## src/hdl/oal_pkg.sv

```systemverilog
// Shared types and constants for the ordered array list.
package oal_pkg;

    localparam int CAPACITY_DEF = 64;
    localparam int POS_W        = 7;
    localparam int WORD_W       = 32;

    typedef enum logic [2:0] {
        CMD_PUSH   = 3'd0,
        CMD_POP    = 3'd1,
        CMD_INSERT = 3'd2,
        CMD_REMOVE = 3'd3,
        CMD_READ   = 3'd4,
        CMD_WRITE  = 3'd5,
        CMD_RESIZE = 3'd6,
        CMD_CLEAR  = 3'd7
    } t_cmd;

    typedef enum logic [2:0] {
        OP_NONE,
        OP_LOAD,
        OP_INSERT,
        OP_REMOVE,
        OP_ZERO
    } t_cell_op;

    typedef struct packed {
        t_cell_op                  op;
        logic signed [WORD_W-1:0]  value;
    } t_cell_ctl;

    typedef struct packed {
        logic [2:0]                command;
        logic [POS_W-1:0]          position;
        logic signed [WORD_W-1:0]  value;
    } t_in_beat;

    typedef struct packed {
        logic signed [WORD_W-1:0]  read_word;
        logic [POS_W-1:0]          item_count;
        logic                      is_empty;
        logic                      op_error;
    } t_out_beat;

endpackage

```

## src/hdl/oal_cell.sv

```systemverilog
// One storage cell of the list: holds one entry and trades words with its neighbors.
module oal_cell #(
    parameter int CAPACITY = oal_pkg::CAPACITY_DEF,
    parameter int INDEX    = 0,
    localparam int CW = ($clog2(CAPACITY + 1) > oal_pkg::POS_W) ?
                        $clog2(CAPACITY + 1) : oal_pkg::POS_W
) (
    input  logic                              i_clk,
    input  logic                              i_rst_n,
    input  logic                              i_en,
    input  oal_pkg::t_cell_ctl                i_ctl,
    input  logic [CW-1:0]                     i_tgt,
    input  logic [CW-1:0]                     i_cnt,
    input  logic [CW-1:0]                     i_rd_idx,
    input  logic signed [oal_pkg::WORD_W-1:0] i_left,
    input  logic signed [oal_pkg::WORD_W-1:0] i_right,
    output logic signed [oal_pkg::WORD_W-1:0] o_word,
    output logic signed [oal_pkg::WORD_W-1:0] o_rd
);

    localparam logic [CW:0] IDX = (CW + 1)'(INDEX);

    logic signed [oal_pkg::WORD_W-1:0] r_word;
    logic signed [oal_pkg::WORD_W-1:0] n_word;
    logic [CW:0]                       tgt;
    logic [CW:0]                       cnt;

    assign tgt = {1'b0, i_tgt};
    assign cnt = {1'b0, i_cnt};

    always_comb begin
        n_word = r_word;
        case (i_ctl.op)
            oal_pkg::OP_LOAD: begin
                if (IDX == tgt) n_word = i_ctl.value;
            end
            oal_pkg::OP_INSERT: begin
                if (IDX == tgt) n_word = i_ctl.value;
                else if (IDX > tgt && IDX <= cnt) n_word = i_left;
            end
            oal_pkg::OP_REMOVE: begin
                if (IDX >= tgt && IDX + 1'b1 < cnt) n_word = i_right;
            end
            oal_pkg::OP_ZERO: begin
                if (IDX >= cnt && IDX < tgt) n_word = '0;
            end
            default: n_word = r_word;
        endcase
    end

    always_ff @(posedge i_clk) begin
        if (!i_rst_n) begin
            r_word <= '0;
        end else if (i_en) begin
            r_word <= n_word;
        end
    end

    assign o_word = r_word;
    assign o_rd   = (IDX == {1'b0, i_rd_idx}) ? r_word : '0;

endmodule

```

## config.mk

```make
export PLATFORM = sky130hd
export DESIGN_NAME = oal_cell
export DESIGN_NICKNAME = d
export VERILOG_FILES = /design/src/hdl/oal_pkg.sv /design/src/hdl/oal_cell.sv
export SDC_FILE = /design/constraint.sdc
export NUM_CORES = 1
export LEC_CHECK = 0
export ABC_AREA = 1
export BUFFER_PORTS_ARGS = -buffer_cell sky130_fd_sc_hd__buf_4
export CAP_MARGIN = 10
export CORE_ASPECT_RATIO = 0.75
export CORE_MARGIN = 4
export CORE_UTILIZATION = 30
export CTS_CLUSTER_DIAMETER = 80
export DETAILED_ROUTE_END_ITERATION = 7
export PLACE_DENSITY_LB_ADDON = 0.2
export SLEW_MARGIN = 20
export SYNTH_ARGS = -nofsm -noshare
export SYNTH_HDL_FRONTEND = slang
export SYNTH_SLANG_ARGS = --single-unit
```

## constraint.sdc

```tcl
create_clock -name i_clk -period 1.98 [get_ports i_clk]
set_clock_uncertainty 0.15 [all_clocks]
set_input_delay 0 -clock i_clk [delete_from_list [all_inputs] [get_ports i_clk]]
set_output_delay 0 -clock i_clk [all_outputs]
set_load 0.03 [all_outputs]
```

Yosys cells after proc, flatten, opt, wreduce, memory -nomap -nowiden
Cells that the tools add are included.
Widths: inputs -> output; s select.
{"block": "word_totals", "reg_bits": 32, "word_cells": 29}
{"block": "op_classes", "mux": 7, "eq_ne": 8, "n_lt_le_gt_ge": 6, "n_reduce_logical": 7}
{"operator": "$mux 32", "count": 6}
{"operator": "$pmux 32 s4", "count": 1}
{"operator": "$ge 1x7->1 const A", "count": 2}
{"operator": "$lt 1x7->1 const A", "count": 2}
{"operator": "$logic_not 8->1", "count": 1}
{"operator": "$gt 1x7->1 const A", "count": 1}
{"operator": "$le 1x7->1 const A", "count": 1}
{"operator": "$logic_not 7->1", "count": 1}
{"operator": "$eq 3x2->1 const B", "count": 2}
{"operator": "$ne 2x2->1 const B", "count": 3}
{"operator": "$reduce_and 6->1", "count": 1}
{"operator": "$reduce_bool 4->1", "count": 1}
{"operator": "$eq 3x1->1 const B", "count": 1}
{"operator": "$eq 3x3->1 const B", "count": 1}
{"operator": "$logic_and 1x1->1", "count": 3}
{"operator": "$ne 3x3->1 const B", "count": 1}

Logic depth before layout (Yosys ltp)
{"block": "logic_depth", "word_depth": 5, "depth_mapped": 11}

Worst setup path before layout
Ideal clock, no wire load.
{"block": "synth_timing", "path_type": "input to register", "startpoint": "input i_tgt[1]", "endpoint": "register r_word, in the netlist o_word[0]", "slack_ns": 0.787, "arrival_time_ns": 0.931, "cell_stages": 8, "required_ns": 1.717, "setup_ns": 0.113, "cell_sequence": "nor2_1 nand2_1 nor2_2 or2_1 nand3_4 buf_2 nor2_1 nor2_1"}
{"block": "synth_between", "elab_chain_cells": 4, "elab_cells_between_ends": 14, "cone_classes": "order compare (3); eq/ne (4); mux (2); reduce/logical (5)"}
{"element": "start: declaration", "line_no": "oal_cell.sv:12", "rtl": "input logic [CW-1:0] i_tgt,"}
{"element": "$gt 1x7->1 (tied with other cells)", "line_no": "oal_cell.sv:39", "rtl": "else if (IDX > tgt && IDX <= cnt) n_word = i_left;"}
{"element": "$logic_and 1x1->1 (on tied branches)", "line_no": "oal_cell.sv:39, oal_cell.sv:42, oal_cell.sv:45"}
{"element": "$ne 3x3->1 (no source line) / $ne 2x2->1 (equally long branches)"}
{"element": "$reduce_and 6->1 (no source line)"}
{"element": "end signal: assignment", "line_no": "oal_cell.sv:55", "rtl": "r_word <= n_word;"}
{"element": "end: declaration", "line_no": "oal_cell.sv:23", "rtl": "logic signed [oal_pkg::WORD_W-1:0] r_word;"}
Several ways; a longest one is shown, not always the timed one.
A chain may end at the register's enable or synchronous reset.

Final worst setup path
{"block": "layout_timing", "startpoint": "input i_ctl[34] (netlist name)", "endpoint": "register r_word, in the netlist o_word[27]"}
{"block": "layout_between", "elab_chain_cells": 3, "elab_cells_between_ends": 11, "cone_classes": "eq/ne (8); mux (1); reduce/logical (2)"}
{"element": "start: declaration", "line_no": "oal_cell.sv:11", "rtl": "input oal_pkg::t_cell_ctl i_ctl,"}
{"element": "$eq 3x2->1 (tied with other cells)", "line_no": "oal_cell.sv:33", "rtl": "case (i_ctl.op)"}
{"element": "$ne 3x3->1 (no source line) (tied with other cells)"}
{"element": "$reduce_and 6->1 (no source line)"}
Several ways; a longest one is shown, not always the timed one.

==> results.json <==
{
  "timing.fmax_ghz": 0.570,
  "cp.arrival_ps": 1820,
  "die_h_microns": 92.1,
  "crit_type": "input port to register",
  "final.period_utilization_pct": 88.6,
  "hold_class": "input port to register",
  "grt_remaining_overflow": 0,
  "synth_top_cell_area_share_pct": 22.7,
  "numClockSinks": 32,
  "cts_setup_buffers": 0,
  "syn_avg_cell_area_sq_um": 5.12,
  "synth_common_cells": "nand2_1 (170), inv_1 (105), nor2_1 (104)",
  "finalHoldViolCount": 0,
  "critical_path.max_stage_delay_ps": 550,
  "io-pin-count": 187,
  "clockBufferDepth": 2,
  "cp-end-kind": "register",
  "syn_inst": 552,
  "h-tree-depth": 2,
  "syn2layout_area_growth_pct": 79.3,
  "grt_pass1_wl_microns": 18900,
  "via_count": 4254,
  "insertion_delay_ps": 270,
  "cts_buffers": 5,
  "reg2reg_depth": 5,
  "ys_seq_area_share_pct": 22.7,
  "cts_hold_buf": 60,
  "finalCriticalPeriod_ps": 1750,
  "die_x_microns": 120,
  "setup_viol": 0,
  "routed_wl_microns": 11800,
  "cts_tree": "yes",
  "die_area_sq_um": 11100,
  "synth_fp_nets": 675,
  "synth-edff-count": 0,
  "rows": 30,
  "yosysMostFrequentCell": "nand2_1",
  "synth_area_leaders": "dfxtp_1 (23%), nand2_1 (23%), inv_1 (14%)",
  "firstDrtPassIters": 5,
  "finalPower_mw": 2.32,
  "grt_pass1_vias": 4023,
  "nets": 908,
  "antenna_found_initial": 0,
  "via_per_inst": 4.65,
  "drive_gt1_share_pct": 26.8,
  "start_util_pct": 31.0,
  "grt_usage_pct": 20.5,
  "dp_hpwl_microns": 8250,
  "cts-resized-gates": 0,
  "synth_area_sq_um": 2830,
  "root_buffer": "clkbuf_16",
  "post_drt_wl_per_cell_microns": 12.9,
  "portBuffers": 186,
  "start_kind": "input port",
  "relSlewSlack_pct": 74.2,
  "yosys.area.top_type": "dfxtp_1",
  "first_iter_violations": 297,
  "largest_reg_flops": 32,
  "ys_ff_latch": 32,
  "ys.flop_type": "dfxtp_1",
  "ant_nets": 0,
  "antennaDiodeCount": 0,
  "hold_path_depth": 5,
  "core_sq_um": 9120,
  "tightest_slew_ps": 386,
  "cp.required_ps": 2040,
  "p_per_area_nw_per_um2": 457,
  "status": "finished, final reports clean",
  "path_common_cell": "buf_4",
  "rsz0062_at_grt": "no",
  "path_clk_slew_ps": 50,
  "grt_max_degree": 37,
  "synthArstFlopShare_pct": 0,
  "ys_types": 17,
  "gp_congestion": 0.832,
  "drc_errors": 0,
  "vdd_ir_drop_max_mv": 0.345,
  "path_cells": "buf_4, inv_2, nand3_2, buf_4, inv_1, buf_4, nand2_1, nand3_1, nor2_1, nor2_1, dlygate4sd3_1",
  "cpMaxStageDelayCell": "dlygate4sd3_1",
  "tns_ps": 0,
  "max-cap-violations": 0,
  "slew_viol_final": 0,
  "worst-path-max-fanout": 32,
  "p_leak_nw": 2.92,
  "yosysWarnings": 0
}
critical path: cells and delay by family:
kind,cells,cell delay [ps]
buf+inv,6,1340
simple gates,5,440
worst paths after layout:
path,from,end,slack [ps]
worst max-delay path,i_ctl[34],o_word[27],230
worst min-delay path,i_ctl[8],o_word[8],0.8
worst max register to register,o_word[18],o_word[18],600
worst min register to register,o_word[29],o_word[29],390
cell type report:
cell class / count / area, sq um
Multi-Input combinational cell: 381 / 1630
Timing Repair Buffer: 259 / 2090
Inverter: 106 / 398
Sequential cell: 32 / 641
Clock buffer: 8 / 146
Tap cell: 128 / 160
Fill cell: 903 / 4050
through the flow:
step	cells	cell area [sq um]	setup slack (ps)	util, %	hold WS [ps]
2_1_floorplan	552	2830	787	-	-29.6
3_5_place_dp	846	4320	508	47.4	199
5_1_grt	914	5070	108	55.6	24.4
3_3_place_gp	846	4320	560	47.4	193
6_report	914	5070	225	55.6	0.830
4_1_cts	914	5070	256	55.6	3.84
power breakdown:
part           internal, mW  switching (mW)
clock                 0.502           0.276
combinational         0.431           0.397
sequential            0.688          0.0224
per-layer routing:
layer	wire (microns)	vias to the layer above	share of wire (%)	global-route usage (%)
li1	-	2122	-	-
met1	4990	1903	42	25.9
met2	5610	220	48	36.5
met3	1080	9	9.1	4.56
met4	90	0	0.77	3.24
met5	0	-	0	0
placed cells by master, fill, tap and decap left out:
master / instances
buf_4: 199
nand2_1: 170
inv_1: 105
nor2_1: 104
nand3_1: 66
dlygate4sd3_1: 60
nand4_1: 32
dfxtp_1: 32
clkbuf_16: 5
nand3_2: 2
nor2_2: 2
clkbuf_1: 2
nor4_1: 1
nor3_1: 1
inv_2: 1
o21ai_0: 1
or2_1: 1
nand3_4: 1
clkbuf_8: 1
cells by family after synthesis:
logic type	count (synthesis)	synth area share [%]
simple gates	380	57.5
buf+inv	139	19.6
compound gates	1	0.177
flops	32	22.7
Note: power is estimated with default switching activity, not from simulation.
